===== config.mk =====
export PLATFORM = sky130hd
export DESIGN_NAME = jet_front
export DESIGN_NICKNAME = d
export VERILOG_FILES = /design/src/sv/jet_pkg.sv /design/src/sv/jet_front.sv
export SDC_FILE = /design/constraint.sdc
export NUM_CORES = 2
export LEC_CHECK = 0
export ABC_AREA = 1
export CAP_MARGIN = 15
export CELL_PAD_IN_SITES_DETAIL_PLACEMENT = 1
export CELL_PAD_IN_SITES_GLOBAL_PLACEMENT = 1
export CORE_MARGIN = 3
export CORE_UTILIZATION = 49
export DETAILED_ROUTE_END_ITERATION = 8
export DONT_BUFFER_PORTS = 1
export PLACE_DENSITY_LB_ADDON = 0.1
export SYNTH_ARGS = -nofsm -noshare
export SYNTH_HDL_FRONTEND = slang
export SYNTH_SLANG_ARGS = --single-unit

===== constraint.sdc =====
create_clock -name clk -period 7.9 [get_ports clk]
set_clock_uncertainty 0.1 [all_clocks]
set_input_delay 0.395 -clock clk [delete_from_list [all_inputs] [get_ports clk]]
set_output_delay 0.395 -clock clk [all_outputs]
set_load 0.01 [all_outputs]

===== src/sv/jet_pkg.sv =====
// ----------------------------------------------------------------------------
// jet_pkg
// Shared types, register indexes and fixed-point helpers for the Julia set
// escape-time block.
// ----------------------------------------------------------------------------
package jet_pkg;

  localparam int Q_FRAC      = 28;
  localparam int DATA_W      = 32;
  localparam int COUNT_W     = 12;
  localparam int PIXEL_W     = 10;
  localparam int CFG_INDEX_W = 3;
  localparam int QUEUE_DEPTH = 2;

  // register indexes
  localparam logic [CFG_INDEX_W-1:0] REG_MIN_REAL   = 3'd0;
  localparam logic [CFG_INDEX_W-1:0] REG_MAX_REAL   = 3'd1;
  localparam logic [CFG_INDEX_W-1:0] REG_MIN_IMAG   = 3'd2;
  localparam logic [CFG_INDEX_W-1:0] REG_MAX_IMAG   = 3'd3;
  localparam logic [CFG_INDEX_W-1:0] REG_SEED_REAL  = 3'd4;
  localparam logic [CFG_INDEX_W-1:0] REG_SEED_IMAG  = 3'd5;
  localparam logic [CFG_INDEX_W-1:0] REG_ITER_LIMIT = 3'd6;

  // |z|^2 bound of 4 in Q8.56
  localparam logic [63:0] ESCAPE_BOUND = 64'd4 << (2 * Q_FRAC);

  typedef struct packed {
    logic signed [DATA_W-1:0] min_re;
    logic signed [DATA_W-1:0] max_re;
    logic signed [DATA_W-1:0] min_im;
    logic signed [DATA_W-1:0] max_im;
  } view_cfg_t;

  typedef struct packed {
    logic signed [DATA_W-1:0] seed_re;
    logic signed [DATA_W-1:0] seed_im;
    logic [COUNT_W-1:0]       limit;
  } iter_cfg_t;

  typedef struct packed {
    logic signed [DATA_W-1:0] re;
    logic signed [DATA_W-1:0] im;
  } coord_t;

  function automatic logic signed [DATA_W-1:0] sat32(input logic signed [65:0] v);
    logic signed [DATA_W-1:0] r;
    if (v > 66'sd2147483647) r = 32'sh7FFF_FFFF;
    else if (v < -66'sd2147483648) r = 32'sh8000_0000;
    else r = v[DATA_W-1:0];
    return r;
  endfunction

endpackage


===== src/sv/jet_front.sv =====
// ----------------------------------------------------------------------------
// jet_front
// Takes a pixel, divides both view spans by the image size (multiply by a
// constant reciprocal) and maps the pixel to a saturated Q4.28 start point.
// ----------------------------------------------------------------------------
module jet_front #(
  parameter int IMAGE_WIDTH  = 1024,
  parameter int IMAGE_HEIGHT = 1024
) (
  input  logic                         clk,
  input  logic                         rst,
  input  jet_pkg::view_cfg_t           view,
  input  logic                         in_valid,
  output logic                         in_ready,
  input  logic [jet_pkg::PIXEL_W-1:0]  pixel_x,
  input  logic [jet_pkg::PIXEL_W-1:0]  pixel_y,
  output logic                         q_valid,
  input  logic                         q_ready,
  output jet_pkg::coord_t              q_data
);

  localparam int DW        = jet_pkg::DATA_W;
  localparam int PW        = jet_pkg::PIXEL_W;
  localparam int PROD_W    = PW + 1 + DW;
  // floor(m / D) == (m * RECIP) >> SHIFT for every 32-bit m when
  // SHIFT = 32 + ceil(log2 D) and RECIP = ceil(2^SHIFT / D)
  localparam int SHIFT_X   = DW + $clog2(IMAGE_WIDTH);
  localparam int SHIFT_Y   = DW + $clog2(IMAGE_HEIGHT);
  localparam logic [DW:0] RECIP_X =
    (DW+1)'(((64'd1 << SHIFT_X) + 64'(IMAGE_WIDTH) - 64'd1) / 64'(IMAGE_WIDTH));
  localparam logic [DW:0] RECIP_Y =
    (DW+1)'(((64'd1 << SHIFT_Y) + 64'(IMAGE_HEIGHT) - 64'd1) / 64'(IMAGE_HEIGHT));

  localparam logic [1:0] F_IDLE = 2'd0;
  localparam logic [1:0] F_DIV  = 2'd1;
  localparam logic [1:0] F_MAP  = 2'd2;
  localparam logic [1:0] F_PUSH = 2'd3;

  logic [1:0]              state;
  logic [PW-1:0]           px;
  logic [PW-1:0]           py;
  logic [DW-1:0]           dvd_re;
  logic [DW-1:0]           dvd_im;
  logic                    neg_re;
  logic                    neg_im;
  jet_pkg::coord_t         point;

  logic signed [DW:0]      diff_re;
  logic signed [DW:0]      diff_im;
  logic [DW:0]             mag_re;
  logic [DW:0]             mag_im;
  logic [2*DW:0]           rprod_re;
  logic [2*DW:0]           rprod_im;
  logic [DW-1:0]           quo_re;
  logic [DW-1:0]           quo_im;
  logic signed [DW-1:0]    step_re;
  logic signed [DW-1:0]    step_im;
  logic signed [PROD_W-1:0] prod_re;
  logic signed [PROD_W-1:0] prod_im;
  logic signed [PROD_W:0]  sum_re;
  logic signed [PROD_W:0]  sum_im;

  assign in_ready = (state == F_IDLE);
  assign q_valid  = (state == F_PUSH);
  assign q_data   = point;

  // spans, with magnitudes for the unsigned divide
  assign diff_re = (DW+1)'(view.max_re) - (DW+1)'(view.min_re);
  assign diff_im = (DW+1)'(view.max_im) - (DW+1)'(view.min_im);
  assign mag_re  = diff_re[DW] ? (DW+1)'(-diff_re) : diff_re;
  assign mag_im  = diff_im[DW] ? (DW+1)'(-diff_im) : diff_im;

  // span magnitude over image size
  assign rprod_re = (2*DW+1)'(dvd_re) * (2*DW+1)'(RECIP_X);
  assign rprod_im = (2*DW+1)'(dvd_im) * (2*DW+1)'(RECIP_Y);
  assign quo_re   = DW'(rprod_re >> SHIFT_X);
  assign quo_im   = DW'(rprod_im >> SHIFT_Y);

  // quotient truncates toward zero; sign reapplied
  assign step_re = neg_re ? -$signed(dvd_re) : $signed(dvd_re);
  assign step_im = neg_im ? -$signed(dvd_im) : $signed(dvd_im);
  assign prod_re = $signed({1'b0, px}) * step_re;
  assign prod_im = $signed({1'b0, py}) * step_im;
  assign sum_re  = (PROD_W+1)'(prod_re) + (PROD_W+1)'(view.min_re);
  assign sum_im  = (PROD_W+1)'(view.max_im) - (PROD_W+1)'(prod_im);

  always_ff @(posedge clk) begin
    if (rst) begin
      state <= F_IDLE;
    end else begin
      unique case (state)
        F_IDLE: if (in_valid) state <= F_DIV;
        F_DIV:  state <= F_MAP;
        F_MAP:  state <= F_PUSH;
        F_PUSH: if (q_ready) state <= F_IDLE;
        default: state <= F_IDLE;
      endcase
    end
  end

  always_ff @(posedge clk) begin
    unique case (state)
      F_IDLE: begin
        px     <= pixel_x;
        py     <= pixel_y;
        dvd_re <= mag_re[DW-1:0];
        dvd_im <= mag_im[DW-1:0];
        neg_re <= diff_re[DW];
        neg_im <= diff_im[DW];
      end
      F_DIV: begin
        dvd_re <= quo_re;
        dvd_im <= quo_im;
      end
      F_MAP: begin
        point.re <= jet_pkg::sat32(66'(sum_re));
        point.im <= jet_pkg::sat32(66'(sum_im));
      end
      F_PUSH: ;
      default: ;
    endcase
  end

endmodule


==> results.txt <==
----------------------------------------------------
[Layout]
  Filler cells ... 10800
  Final standard cell utilization of the core ... 54.0%
  Share of cells above drive strength 1 ... 8.04%
  Sequential Area ... 4540 um2
  Area of combinational cells with multiple inputs ... 31000 um2
  Area Overhead vs Synth ... 8.76%
  Layout net count ... 6974
  Final instance area ... 44600 um2

[Setup path]
  Dominant delay contributor by cell family on the critical path ... adder cells
  Cell depth of the worst setup path ... 42
  WS Path Type ... reg2reg
  Length in cells of the worst reg-to-reg path ... 42
  Setup slack of the worst register-to-register path ... 0.04 ns
  Data arrival, critical path ... 8.13 ns
  Critical register-to-register path endpoint ... q_data[16]
  Max Fanout on Critical Path ... 8
  CP Capture Type ... flip-flop
  Max stage delay on crit path ... 0.56 ns
  Total buffers and inverters traversed by the critical path ... 11
  Critical path origin ... dvd_im[1]
  Critical path's slowest cell ... fa_1
  CP required ... 8.16 ns
  Cell repeated most along the worst path ... nand2_2
  Beginning of the worst register-to-register path ... dvd_im[1]
  Worst setup SP type ... flip-flop

[Clock network]
  Clock transition at the register clock pins on the worst setup and hold paths after CTS ... 0.07 ns
  CTS H-tree depth ... 4
  CTS Buffer Depth ... 2
  Cell at the root of the clock tree ... clkbuf_16
  Number of CTS-inserted buffers ... 17
  Later-pin clock latency in the skew report ... 0.50 ns
  CTS tree ... built
  Number of sinks on the clock net ... 152

[Floorplanning]
  Standard cell core area ... 82500 um2
  Vertical die dimension ... 295 um
  Effective utilization at floorplan ... 49.7%
  Die outline area ... 87200 um2
  Placement row count ... 105
  Floorplan die width ... 295 um
  Ports ... 218

[STA]
  Final Hold Vio Count ... 0
  Count of final max-slew check failures ... 0
  Setup repair after global routing missed its margin ... true
  Number of failing setup endpoints in the final timing report ... 0
  Headroom to the max-slew limit ... 24.1%
  Worst slew pin tran ... 1.14 ns
  Upper clock frequency limit ... 127 MHz
  Ratio of final minimum period to clock period ... 99.6%
  Final min period ... 7.86 ns

[Routing]
  Wirelength, routed ... 148000 um
  Wire length per cell ... 21.0 um
  Number of nets still failing antenna checks after routing ... 0
  DR vias ... 37800
  Count of unresolved DRC violations after routing ... 0
  Routed vias/inst ... 5.38
  1st-pass router iterations ... 5
  Starting DRT DRC Count ... 1915

[Global routing]
  Number of antenna violations at the first check in global routing ... 4
  Number of global-route vias before repair ... 41400
  Maximum number of pins on one net before global-route repair ... 66
  First-pass GRT wire length ... 229000 um
  Remaining Overflow, GRT ... 0
  Overall fraction of global-route tracks in use ... 34.2%

[Synthesis]
  Combined area of all synthesized cells ... 41000 um2
  Total of warnings raised by yosys ... 0
  EDFF count, synth ... 150
  Mean area per synthesized cell ... 6.99 um2
  Share of flip-flops with an asynchronous set or reset after synthesis ... 0%
  Portion of the post-synthesis area used by sequential elements ... 11.1%
  Primary flip-flop cell chosen by synthesis mapping ... edfxtp_1
  Synth Net Count ... 6906
  Mapped Cells ... 5867
  Number of storage elements in the synthesis netlist ... 152
  Synth unique cells ... 59

[Run status]
  Run status ... finished, final reports clean

[Worst hold path]
  Hold crit path type ... in2reg
  Number of instances on the worst hold path ... 3
  Hold wc startpoint ... view[96]
  Endpoint of the worst hold path ... q_data[32]

[Placed design]
  Number of port buffers ... 0
  Post-placement cell area ... 42700 um2
  Half-perimeter wire length after detailed placement ... 126000 um
  Final RePlAce weighted congestion ... 0.950

[Run]
  Number of max-capacitance violations reported ... 0

----------------------------------------------------
[cell families (layout without fill, tap and decap cells)]
| family | Yosys count | after routing | synth area share, % |
|---|---|---|---|
| other cells | 0 | 5 | 0 |
| compound gates | 377 | 377 | 5.18 |
| fa+ha+maj | 887 | 887 | 38.4 |
| xor+xnor | 144 | 144 | 3.24 |
| buf+inv | 1635 | 1716 | 15.3 |
| simple gates | 2672 | 2672 | 26.9 |
| flops | 152 | 152 | 11.1 |
[routing by layer]
layer / track usage, % / share of wire, % / vias to the layer above / wire, um
met5: 0 / 0.022 / - / 33
met4: 16.2 / 5.4 / 6 / 7910
met3: 4.70 / 5.2 / 318 / 7680
met2: 60.9 / 50 / 1000 / 73200
met1: 40.8 / 40 / 18900 / 58900
li1: - / - / 17500 / -
[worst max-delay path by stage]
stage | slack [ns] | endpoint
CTS | 0.00005 | q_data[10]
global route | -0.38 | q_data[16]
floorplan | 0.83 | q_data[20]
finish | 0.04 | q_data[16]
global placement | 0.09 | q_data[4]
detailed placement | -0.26 | q_data[10]
[through the flow]
stage	setup TNS (ns)	setup slack, ns	instances	hold WS, ns
finish	0	0.0351	7023	0.136
global route	-11.71	-0.377	7020	0.127
CTS	0	0.0000533	6990	0.102
detailed placement	-13.22	-0.261	6937	0.379
global placement	0	0.0926	6937	0.380
floorplan	0	0.835	5867	0.373
[sequential cells by signal, indices dropped and copies added, names as in the netlist]
signal,flops
neg_re,1
dvd_re,32
px,10
state,2
q_data,64
neg_im,1
dvd_im,32
py,10
[synthesized netlist by cell type (27+ instances only)]
master | count | area share, %
o21ai_0 | 100 | 1.2
nor3_1 | 54 | 0.66
nand2_1 | 1530 | 14
ha_1 | 271 | 8.3
nand3_1 | 222 | 2.7
xor2_1 | 108 | 2.3
fa_1 | 616 | 30
xnor2_1 | 27 | 0.58
inv_1 | 1512 | 14
nor2_1 | 671 | 6.1
a21oi_1 | 170 | 2.1
clkbuf_1 | 76 | 0.70
nand4_1 | 62 | 0.95
edfxtp_1 | 150 | 11
[cell type report]
| type | count | area share (%) |
|---|---|---|
| Inverter | 1536 | 12.9 |
| Clock buffer | 18 | 0.963 |
| Timing Repair Buffer | 148 | 3.03 |
| Tap cell | 1070 | 3.00 |
| Multi-Input combinational cell | 4080 | 69.6 |
| Antenna cell | 5 | 0.0281 |
| Clock inverter | 14 | 0.227 |
| Sequential cell | 152 | 10.2 |
[worst register-to-register path, delay by kind of cell (launching register included)]
family                   cells  cell delay [ns]
AO/OA/AOI/OAI                1             0.15
adder cells (fa/ha/maj)      7             3.07
XOR/XNOR                     1             0.19
flip-flops                   1             0.43
AND/OR/NAND/NOR             22             2.57
buffers and inverters       11             1.23
[layout by cell type (no fill, tap or decap), types with 13 or more instances in the layout]
cell | netlist | layout
nor2_2 | 24 | 62
nor2_1 | 671 | 625
ha_1 | 271 | 239
nor2_4 | 5 | 13
ha_2 | 0 | 15
buf_4 | 2 | 110
nor3_2 | 5 | 14
inv_2 | 20 | 36
a21o_1 | 13 | 13
fa_1 | 616 | 611
xnor2_1 | 27 | 26
o21ai_0 | 100 | 80
clkbuf_16 | 0 | 22
inv_1 | 1512 | 1496
nor3_1 | 54 | 43
ha_4 | 0 | 17
a21oi_2 | 1 | 13
a21oi_1 | 170 | 157
or2_2 | 21 | 20
o21ai_1 | 22 | 41
nand3b_1 | 15 | 15
nand3_1 | 222 | 217
dlygate4sd3_1 | 0 | 21
o21a_1 | 15 | 14
edfxtp_1 | 150 | 150
nand2_1 | 1530 | 1488
xor2_1 | 108 | 105
nand4_1 | 62 | 62
nand2_2 | 21 | 57
nand3_2 | 9 | 14
[timing repair]
action	in CTS	in global routing
pin swaps	0	61
hold buffers	21	0
endpoints found under the hold margin	22	0
setup endpoints to repair	62	63
resized for setup	12	238
cloned	0	8
buffers inserted	0	19
Power is not shown: default switching activity piles up to over one toggle a cycle in this logic, so the estimate is an artifact.
