### src/sv/jet_pkg.sv
// ----------------------------------------------------------------------------
// jet_pkg
// Shared types, register indexes and fixed-point helpers for the Julia set
// escape-time block.
// ----------------------------------------------------------------------------
package jet_pkg;

  localparam int Q_FRAC      = 28;
  localparam int DATA_W      = 32;
  localparam int COUNT_W     = 12;
  localparam int PIXEL_W     = 10;
  localparam int CFG_INDEX_W = 3;
  localparam int QUEUE_DEPTH = 2;

  // register indexes
  localparam logic [CFG_INDEX_W-1:0] REG_MIN_REAL   = 3'd0;
  localparam logic [CFG_INDEX_W-1:0] REG_MAX_REAL   = 3'd1;
  localparam logic [CFG_INDEX_W-1:0] REG_MIN_IMAG   = 3'd2;
  localparam logic [CFG_INDEX_W-1:0] REG_MAX_IMAG   = 3'd3;
  localparam logic [CFG_INDEX_W-1:0] REG_SEED_REAL  = 3'd4;
  localparam logic [CFG_INDEX_W-1:0] REG_SEED_IMAG  = 3'd5;
  localparam logic [CFG_INDEX_W-1:0] REG_ITER_LIMIT = 3'd6;

  // |z|^2 bound of 4 in Q8.56
  localparam logic [63:0] ESCAPE_BOUND = 64'd4 << (2 * Q_FRAC);

  typedef struct packed {
    logic signed [DATA_W-1:0] min_re;
    logic signed [DATA_W-1:0] max_re;
    logic signed [DATA_W-1:0] min_im;
    logic signed [DATA_W-1:0] max_im;
  } view_cfg_t;

  typedef struct packed {
    logic signed [DATA_W-1:0] seed_re;
    logic signed [DATA_W-1:0] seed_im;
    logic [COUNT_W-1:0]       limit;
  } iter_cfg_t;

  typedef struct packed {
    logic signed [DATA_W-1:0] re;
    logic signed [DATA_W-1:0] im;
  } coord_t;

  function automatic logic signed [DATA_W-1:0] sat32(input logic signed [65:0] v);
    logic signed [DATA_W-1:0] r;
    if (v > 66'sd2147483647) r = 32'sh7FFF_FFFF;
    else if (v < -66'sd2147483648) r = 32'sh8000_0000;
    else r = v[DATA_W-1:0];
    return r;
  endfunction

endpackage

### src/sv/jet_queue.sv
// ----------------------------------------------------------------------------
// jet_queue
// Short queue of mapped start points between the front and back ends.
// ----------------------------------------------------------------------------
module jet_queue (
  input  logic            clk,
  input  logic            rst,
  input  logic            in_valid,
  output logic            in_ready,
  input  jet_pkg::coord_t in_data,
  output logic            out_valid,
  input  logic            out_ready,
  output jet_pkg::coord_t out_data
);

  localparam int PTR_W = $clog2(jet_pkg::QUEUE_DEPTH);

  jet_pkg::coord_t           entries [jet_pkg::QUEUE_DEPTH];
  logic [PTR_W-1:0]          wr_ptr;
  logic [PTR_W-1:0]          rd_ptr;
  logic [PTR_W:0]            count;
  logic                      push;
  logic                      pop;

  assign in_ready  = (count != (PTR_W+1)'(jet_pkg::QUEUE_DEPTH));
  assign out_valid = (count != '0);
  assign out_data  = entries[rd_ptr];
  assign push      = in_valid & in_ready;
  assign pop       = out_valid & out_ready;

  always_ff @(posedge clk) begin
    if (rst) begin
      wr_ptr <= '0;
      rd_ptr <= '0;
      count  <= '0;
    end else begin
      if (push) wr_ptr <= wr_ptr + 1'b1;
      if (pop)  rd_ptr <= rd_ptr + 1'b1;
      if (push && !pop)      count <= count + 1'b1;
      else if (pop && !push) count <= count - 1'b1;
    end
  end

  always_ff @(posedge clk) begin
    if (push) entries[wr_ptr] <= in_data;
  end

endmodule

### config.mk
export PLATFORM = sky130hd
export DESIGN_NAME = jet_queue
export DESIGN_NICKNAME = d
export VERILOG_FILES = /design/src/sv/jet_pkg.sv /design/src/sv/jet_queue.sv
export SDC_FILE = /design/constraint.sdc
export NUM_CORES = 1
export LEC_CHECK = 0
export BUFFER_PORTS_ARGS = -buffer_cell sky130_fd_sc_hd__buf_2
export CORE_MARGIN = 5
export CORE_UTILIZATION = 55
export DETAILED_ROUTE_END_ITERATION = 6
export PLACE_DENSITY = 0.82
export SLEW_MARGIN = 10
export SYNTH_ARGS = -nofsm -noshare
export SYNTH_HDL_FRONTEND = slang
export SYNTH_SLANG_ARGS = --single-unit
### constraint.sdc
create_clock -name clk -period 5.2 [get_ports clk]
set_input_delay 0.52 -clock clk [delete_from_list [all_inputs] [get_ports clk]]
set_output_delay 0.52 -clock clk [all_outputs]
set_load 0.01 [all_outputs]
==> summary.md, run 1 <==
| Metric | Value |
|---|---|
| Status | finished, final reports clean |
| Share of the synthesized area in the top cell type | 79.5% |
| Row count | 34 |
| Wire length of the first global-routing pass | between 10 and 15 mm |
| Cell leakage power | 2.32 nW |
| DIE AREA | 10,800 µm² |
| Routed length per placed instance | ~18 µm |
| Synth area leader | edfxtp_1 |
| Boundary Pins | approximately 130 |
| Starting Density | a little under three fifths |
| Synth Register Bits | approximately 130 |
| Clock Sinks | 133 |
| Ys flop type | edfxtp_1 |
| YS warnings | 0 |
| Post-synthesis mux area share | about 15% |
| Largest net degree at the start of global routing | between 60 and 70 |
| GP Congestion | between 0.7 and 0.8 |
| VDD IR max | about 0.30 mV |
| Post-synth EDFFs | roughly 130 |
| # fillers | roughly 560 |
| Share of cells above drive strength 1 | 61.2% |
| Worst flop-to-flop path startpoint | count[0] |
| Crit-path cells | buf_4, mux2_2, buf_2 |
| Startpoint types | register |
| GRT Residual Overflow | 0 |
| Least-Margin Pin Slew | approximately 0.85 ns |
| Crit. End Element | primary output |
| Chip height | 104 µm |
| Switch Pwr | between 0.8 and 0.9 mW |
| Min Clock Period, post-route | 2.94 ns |
| Sequential power share | about 45% |
| Largest cells by area after synthesis | edfxtp_1 79%, mux2_2 15%, dfxtp_1 2.1% |
| Largest stage delay, worst path | about 0.86 ns |
| Max Slew Vio Count | 0 |
| N_diodes | 0 |
| FF-to-FF End | entries[0][30] |
| DRT antenna net count | 0 |
| Cells after synthesis | approximately 220 |
| Routed WL | between 8 and 9 mm |
| Most frequent cell after synthesis | edfxtp_1 |
| P per Cell Area | ~510 nW/µm² |
| Hold path cells | 1 |
| Post-CTS sizing | 0 |
| FF-to-FF path depth | 4 |
| Sw frac | 26.7% |
| Total CTS buffers | 17 |
| Achievable frequency | 340 MHz |
| Clock power frac | about 34% |
| Hold Path Class | in2reg |
| Setup violators final | 0 |
| Largest family of logic cells by synthesized area | multiplexers |
| Max Cap Viol | 0 |
| Maximum root-to-sink buffer count | 2 |
| # hold bufs at CTS | 0 |
| Unrepaired setup endpoints after global routing | no |
| All-Layer GR Usage | roughly 17% |
| Vias/cell | 5.12 |
| FF-to-FF setup slack | ~3.3 ns |
| Critical path data required time | between 4 and 5 ns |
| Slowest cell on crit path | dfxtp_2 |
| Rel. slew slack | 43.3% |
| CTS tree | yes |
| Post-Synth Adder-Cell Area | 0.259% |
| Post-Synth XOR/XNOR Area | less than 1% |
| Fin. Hold Viols | 0 |
| Postcts setup bufs | 0 |
| Complex-gate fraction of the synthesized area | less than 1% |
| Count of cell types in the netlist | 18 |
| Setup Skew | approximately 0.0079 ns |
| Syn_nets | between 200 and 300 |
| Initial antenna violation count | 0 |
| Critical Path AT | approximately 2.4 ns |
| Setup TNS | 0 ns |
| Synth top cells by count | 128 x edfxtp_1, 64 x mux2_2, 6 x buf_4 |
| PnR Total Power | ~3.1 mW |
| Post-layout util | between 70% and 80% |
| Post-DP HPWL | 5.71 mm |
| Vias in the first global route | about 2,900 |
| Root Buffer | clkbuf_8 |
| Comb pwr share | between 20% and 30% |
| Die Wd | 104 µm |
| Overall via count from detail_route | ~2,500 |
| CP Class | reg2out |
| Nets@finish | 440 |
| Drt drc | 0 |
| Port Buf Inserts | 133 |
| Post-Synth Simple-Gate Area | a little over 1% |
| Area grow syn2layout | 27.4% |
| CP max FO | 33 |
| H-tree depth | 4 |
| Reg clk slew, reported paths | about 0.060 ns |
| Final period utilization | between 50% and 60% |
| Hold path startpoint | in_data[45] |
| Skew-Pair Late Insertion Delay | slightly below 0.5 ns |
| WHS Endpoint | entries[0][45] |
| Int Pwr | about 2.3 mW |
| Syn Std Cell Area | approximately 4800 µm² |
| Drt pass-1 iters | 4 |
| CORE AREA | 8640 µm² |
| 1st-iter DRT viols | approximately 120 |
| Register area share after synthesis | approximately four fifths |
| Post-synth ARST share | 0% |
| Syn avg cell area | approximately 22 µm² |
-- layer usage --
metal	routed length (µm)	vias up	track usage [%]
met4	48	0	5.27
li1	-	1188	-
met2	4490	104	28.9
met3	757	4	7.59
met5	0	-	0
met1	3450	1222	18.5
-- cells in the final DEF (no fill, tap or decap), drive strengths merged --
cell type / instances
buf: 136
edfxtp: 128
mux2: 64
clkbuf: 18
clkinv: 6
dfxtp: 5
clkinvlp: 4
inv: 4
xor2: 3
nor2: 3
o21ai: 2
a21oi: 2
nand2b: 1
and2: 1
or2: 1
and3: 1
nand3b: 1
a21bo: 1
or3: 1
ha: 1
bufinv: 1
-- logic make-up after synthesis --
kind of cell	after synthesis
fa+ha+maj	1
simple gates	9
mux	64
buf+inv	8
xor+xnor	3
compound gates	5
flops	133
-- metrics by stage --
| step | instances | area [µm²] | hold slack [ns] | worst slack [ns] |
|---|---|---|---|---|
| after floorplan | 223 | 4840 | 0.471 | 2.58 |
| after global placement | 460 | 5610 | 0.487 | 2.71 |
| after detailed placement | 460 | 5610 | 0.493 | 2.73 |
| after CTS | 492 | 6160 | 0.183 | 2.18 |
| after global routing | 492 | 6160 | 0.186 | 2.10 |
| final | 492 | 6160 | 0.213 | 2.26 |
-- how the worst max path moves through the flow --
| stage | slack [ns] | to | cells past startpoint |
|---|---|---|---|
| CTS | 2.18 | out_data[39] | 3 |
| global route | 2.10 | out_data[50] | 3 |
| finish | 2.26 | out_data[39] | 3 |
| detailed placement | 2.73 | out_data[39] | 3 |
| floorplan | 2.58 | entries[1][0] | 2 |
| global placement | 2.71 | out_data[60] | 3 |
-- flip-flops by register name, summed over array words and instances, names as in the netlist, named ones only --
| register | count |
|---|---|
| wr_ptr | 1 |
| count | 2 |
| rd_ptr | 1 |
| entries | 128 |
-- worst max-delay path, delay by kind of cell, from the launching register on --
family	cells	cell delay [ns]
flops	1	0.86
buf+inv	2	0.66
mux	1	0.40
-- cell type report --
class / count / area [µm²] / area share, %
clock buffers: 18 / 418 / 6.78
clock inverters: 14 / 130 / 2.11
flip-flops and latches: 133 / 3950 / 64.0
repair buffers: 136 / 688 / 11.2
inverters: 1 / 3.75 / 0.0609
multi-input cells: 82 / 841 / 13.6
well taps: 108 / 135 / 2.19
-- power groups by stage --
stage / clock network (mW) / logic, mW / registers [mW]
global placement: 0 / 0.652 / 1.43
finish: 1.07 / 0.652 / 1.41
CTS: 1.09 / 0.667 / 1.42
detailed placement: 0 / 0.661 / 1.44
global route: 1.15 / 0.708 / 1.43
floorplan: 0 / 0.456 / 1.39
No activity file was read; power rests on OpenSTA's default activity.
==> run 2, diff against run 1 <==
--- a/config.mk
+++ b/config.mk
@@ -5,11 +5,12 @@
 export SDC_FILE = /design/constraint.sdc
 export NUM_CORES = 1
 export LEC_CHECK = 0
+export ABC_AREA = 1
 export BUFFER_PORTS_ARGS = -buffer_cell sky130_fd_sc_hd__buf_2
 export CORE_MARGIN = 5
-export CORE_UTILIZATION = 55
+export CORE_UTILIZATION = 47
 export DETAILED_ROUTE_END_ITERATION = 6
-export PLACE_DENSITY = 0.82
+export PLACE_DENSITY = 0.74
 export SLEW_MARGIN = 10
 export SYNTH_ARGS = -nofsm -noshare
 export SYNTH_HDL_FRONTEND = slang
==> constraint.sdc (replaced) <==
create_clock -name clk -period 2.6 [get_ports clk]
set_input_delay 0.26 -clock clk [delete_from_list [all_inputs] [get_ports clk]]
set_output_delay 0.26 -clock clk [all_outputs]
set_load 0.01 [all_outputs]
==> run 2 against run 1 <==
Net effect:
- setup slack worse by 1.8 ns
- cell area is 17% higher
- critical path type unchanged
- clock-buffer cell count is 1 lower
- combinational power is 140% higher
- register-to-register slack worse by 2.4 ns
- die area is 22% higher
- core utilization is 4.4 points lower
- non-clock buffer count is 67 higher
- critical path depth stayed put
- total power is 120% higher
- sequential share of layout area is 9.4 points lower
==> summary.md, run 2 <==
| Metric | Value |
|---|---|
| Overall via count from detail_route | 2,820 (+12%) |
| YS warnings | 0 (unchanged) |
| DRT antenna net count | 0 (unchanged) |
| Synth Register Bits | 133 (unchanged) |
| GRT Residual Overflow | 0 (unchanged) |
| FF-to-FF setup slack | 0.94 ns (-2.37 ns) |
| Setup violators final | 0 (unchanged) |
| Wire length of the first global-routing pass | 15.3 mm (+8.3%) |
| CP max FO | 18 (-45%) |
| VDD IR max | 0.529 mV (+76%) |
| Critical Path AT | 1.91 ns (-0.51 ns) |
| Rel. slew slack | 68.5% (+25 points) |
| Area grow syn2layout | 40.0% |
| Commonest cells after routing, fill and taps aside | 133 x buf_2, 128 x edfxtp_1, 64 x dlygate4sd3_1 |
| Startpoint types | register |
| Fin. Hold Viols | 0 (unchanged) |
| Switch Pwr | 1.72 mW (+100%) |
| Initial antenna violation count | 0 (unchanged) |
| Port Buf Inserts | 133 (unchanged) |
| Setup TNS | 0 ns (unchanged) |
| # hold bufs at CTS | 64 (+64) |
| Row count | 38 (+12%) |
| Sw frac | 24.9% (-1.8 points) |
| Post-synth EDFFs | 128 (unchanged) |
| P per Cell Area | 955 nW/µm² (+87%) |
| Int Pwr | 5.18 mW (+130%) |
| Largest reg by FF count | entries |
| Final period utilization | 83.5% |
| Ys flop type | edfxtp_1 |
| Routed WL | 9.61 mm (+10%) |
| Die Wd | 115 µm (+11%) |
| Post-CTS sizing | 0 (unchanged) |
| Boundary Pins | 134 (unchanged) |
| Most frequent cell after synthesis | edfxtp_1 |
| Vias in the first global route | 3,171 (+10%) |
| Hold path startpoint | out_ready |
| PnR Total Power | 6.90 mW (+120%) |
| Critical path data required time | 2.34 ns (-2.34 ns) |
| FF-to-FF path depth | 7 (+3) |
| Unrepaired setup endpoints after global routing | no |
| Clock power frac | 36.0% (+1.9 points) |
| Share of the synthesized area in the top cell type | 74.5% (-5.0 points) |
| Hold path cells | 3 (+2) |
| Largest net degree at the start of global routing | 65 (unchanged) |
| Max reg flops | 128 (unchanged) |
| Skew-Pair Late Insertion Delay | 0.51 ns (+0.02 ns) |
| Cells after synthesis | 236 (+5.8%) |
| CP Buf/Inv Count | 2 (unchanged) |
| Count of cell types in the netlist | 14 (-4) |
| Largest cells by area after synthesis | edfxtp_1 74%, mux2_4 17%, buf_12 2.3% |
| CORE AREA | 10,800 µm² (+25%) |
| Total CTS buffers | 17 (unchanged) |
| GP Congestion | 0.694 (-4.2%) |
| Synth top cells by count | 128 x edfxtp_1, 60 x mux2_4, 9 x nand2_1 |
| Achievable frequency | about 460 MHz |
| 1st-iter DRT viols | 92 (-21%) |
| Sequential power share | 41.1% (-4.0 points) |
| CP Class | reg2out |
| Syn Std Cell Area | 5160 µm² (+6.7%) |
| Status | finished, final reports clean |
| Least-Margin Pin Slew | 0.472 ns (-0.378 ns) |
| Nets@finish | 520 (+18%) |
| Reg clk slew, reported paths | 0.06 ns (about the same) |
| Post-DP HPWL | 6.02 mm (+5.5%) |
| Syn avg cell area | 21.9 µm² (+0.80%) |
| DIE AREA | 13,200 µm² (+22%) |
| Clock Sinks | 133 (unchanged) |
| Drt drc | 0 (unchanged) |
| Starting Density | 47.8% (-8.2 points) |
| Postcts setup bufs | 0 (unchanged) |
| All-Layer GR Usage | 15.4% (-1.4 points) |
| Largest stage delay, worst path | 0.57 ns (-0.29 ns) |
| Setup Skew | 0.0101 ns (+0.00222 ns) |
| Comb pwr share | 22.9% (+2.1 points) |
| Hold Path Class | in2reg |
| Top Family by Delay on Critical Path | flip-flops |
| Max Slew Vio Count | 0 (unchanged) |
| Routed length per placed instance | 15.9 µm (-11%) |
| CTS tree | yes |
| H-tree depth | 4 (unchanged) |
| Share of cells above drive strength 1 | 50.6% (-11 points) |
| Chip height | 115 µm (+11%) |
| Min Clock Period, post-route | 2.17 ns |
| Slowest cell on crit path | dfxtp_4 |
| Syn_nets | 305 (+4.5%) |
| Worst flop-to-flop path startpoint | count[0] |
| Commonest non-fill, non-tap cell in the layout | buf_2 |
| Maximum root-to-sink buffer count | 2 (unchanged) |
| Vias/cell | 4.66 (-8.9%) |
| Synth area leader | edfxtp_1 |
| Biggest regs | entries: 128 flops, count: 2 flops |
| Max Cap Viol | 0 (unchanged) |
| Crit-path cells | buf_4, mux2_4, buf_2 |
| Cell leakage power | 2.91 nW (+25%) |
| FF-to-FF End | count[0] |
| Drt pass-1 iters | 4 (unchanged) |
| Post-synth ARST share | 0% (unchanged) |
| Crit. End Element | primary output |
| Register area share after synthesis | 76.4% (-5.1 points) |
| Root Buffer | clkbuf_8 |
## run 2: cell count changes in the layout (fill, tap and decap cells not counted), sizes merged, moves of 2 or more
cell,before,now
dlygate4sd3,0,64
nand2,0,9
inv,4,9
bufinv,1,5
nor2,3,7
buf,136,139
clkinvlp,4,1
xor2,3,0
clkinv,6,8
nand3,0,2
## run 2: area by class of cell
type | count | area, µm²
antenna | 1 | 2.50
clock buffer | 17 | 414
clock inverter | 15 | 210
fill | 736 | 3570
inverter | 8 | 30.0
multi-input combinational | 88 | 1070
sequential | 133 | 3950
tap | 140 | 175
timing repair buffer | 203 | 1380
## run 2: worst max path at each step
stage                         from            end  slack, ns  depth (start not counted)
final                     register    out_data[6]       0.43                          3
after global routing      register   out_data[35]       0.34                          3
after CTS                 register    out_data[6]       0.37                          3
after detailed placement  register    out_data[6]       0.94                          3
after global placement    register    out_data[6]       0.95                          3
after floorplan           count[0]  entries[0][0]      -0.12                          4
## run 2: layer usage
layer  up-vias  global-route usage, %  wire (µm)
li1       1351                      -          -
met5         -                      0          0
met4         0                   7.90        223
met1      1349                   16.9       3700
met2       100                   27.0       5110
met3        20                   4.68        581
## run 2: cells by family after synthesis
| logic type | after synthesis | share of synthesized area (%) |
|---|---|---|
| compound gates | 4 | 0.388 |
| mux | 64 | 18.3 |
| flops | 133 | 76.4 |
| buf+inv | 15 | 3.13 |
| fa+ha+maj | 1 | 0.242 |
| simple gates | 19 | 1.48 |
## run 2: power groups by stage
| stage | logic [mW] | registers [mW] | clock network [mW] |
|---|---|---|---|
| final | 1.58 | 2.83 | 2.48 |
| after floorplan | 1.13 | 2.82 | 0 |
| after global placement | 1.49 | 2.86 | 0 |
| after CTS | 1.61 | 2.84 | 2.54 |
| after detailed placement | 1.52 | 2.88 | 0 |
| after global routing | 1.70 | 2.87 | 2.64 |
## run 2: metrics by stage
step / hold slack, ns / utilization (%) / worst slack (ns) / area [µm²] / instances
2_1_floorplan: 0.359 / - / -0.118 / 5160 / 236
3_3_place_gp: 0.448 / 55.2 / 0.954 / 5960 / 508
3_5_place_dp: 0.452 / 55.2 / 0.945 / 5960 / 508
4_1_cts: 0.00541 / 66.9 / 0.373 / 7220 / 604
5_1_grt: 0.0598 / 66.9 / 0.340 / 7220 / 604
6_report: 0.0555 / 66.9 / 0.430 / 7230 / 605
## run 2: worst min-delay path, delay by kind of cell
kind	cells	cell delay [ns]
buffers and inverters	1	0.10
AO/OA/AOI/OAI	1	0.08
AND/OR/NAND/NOR	1	0.09
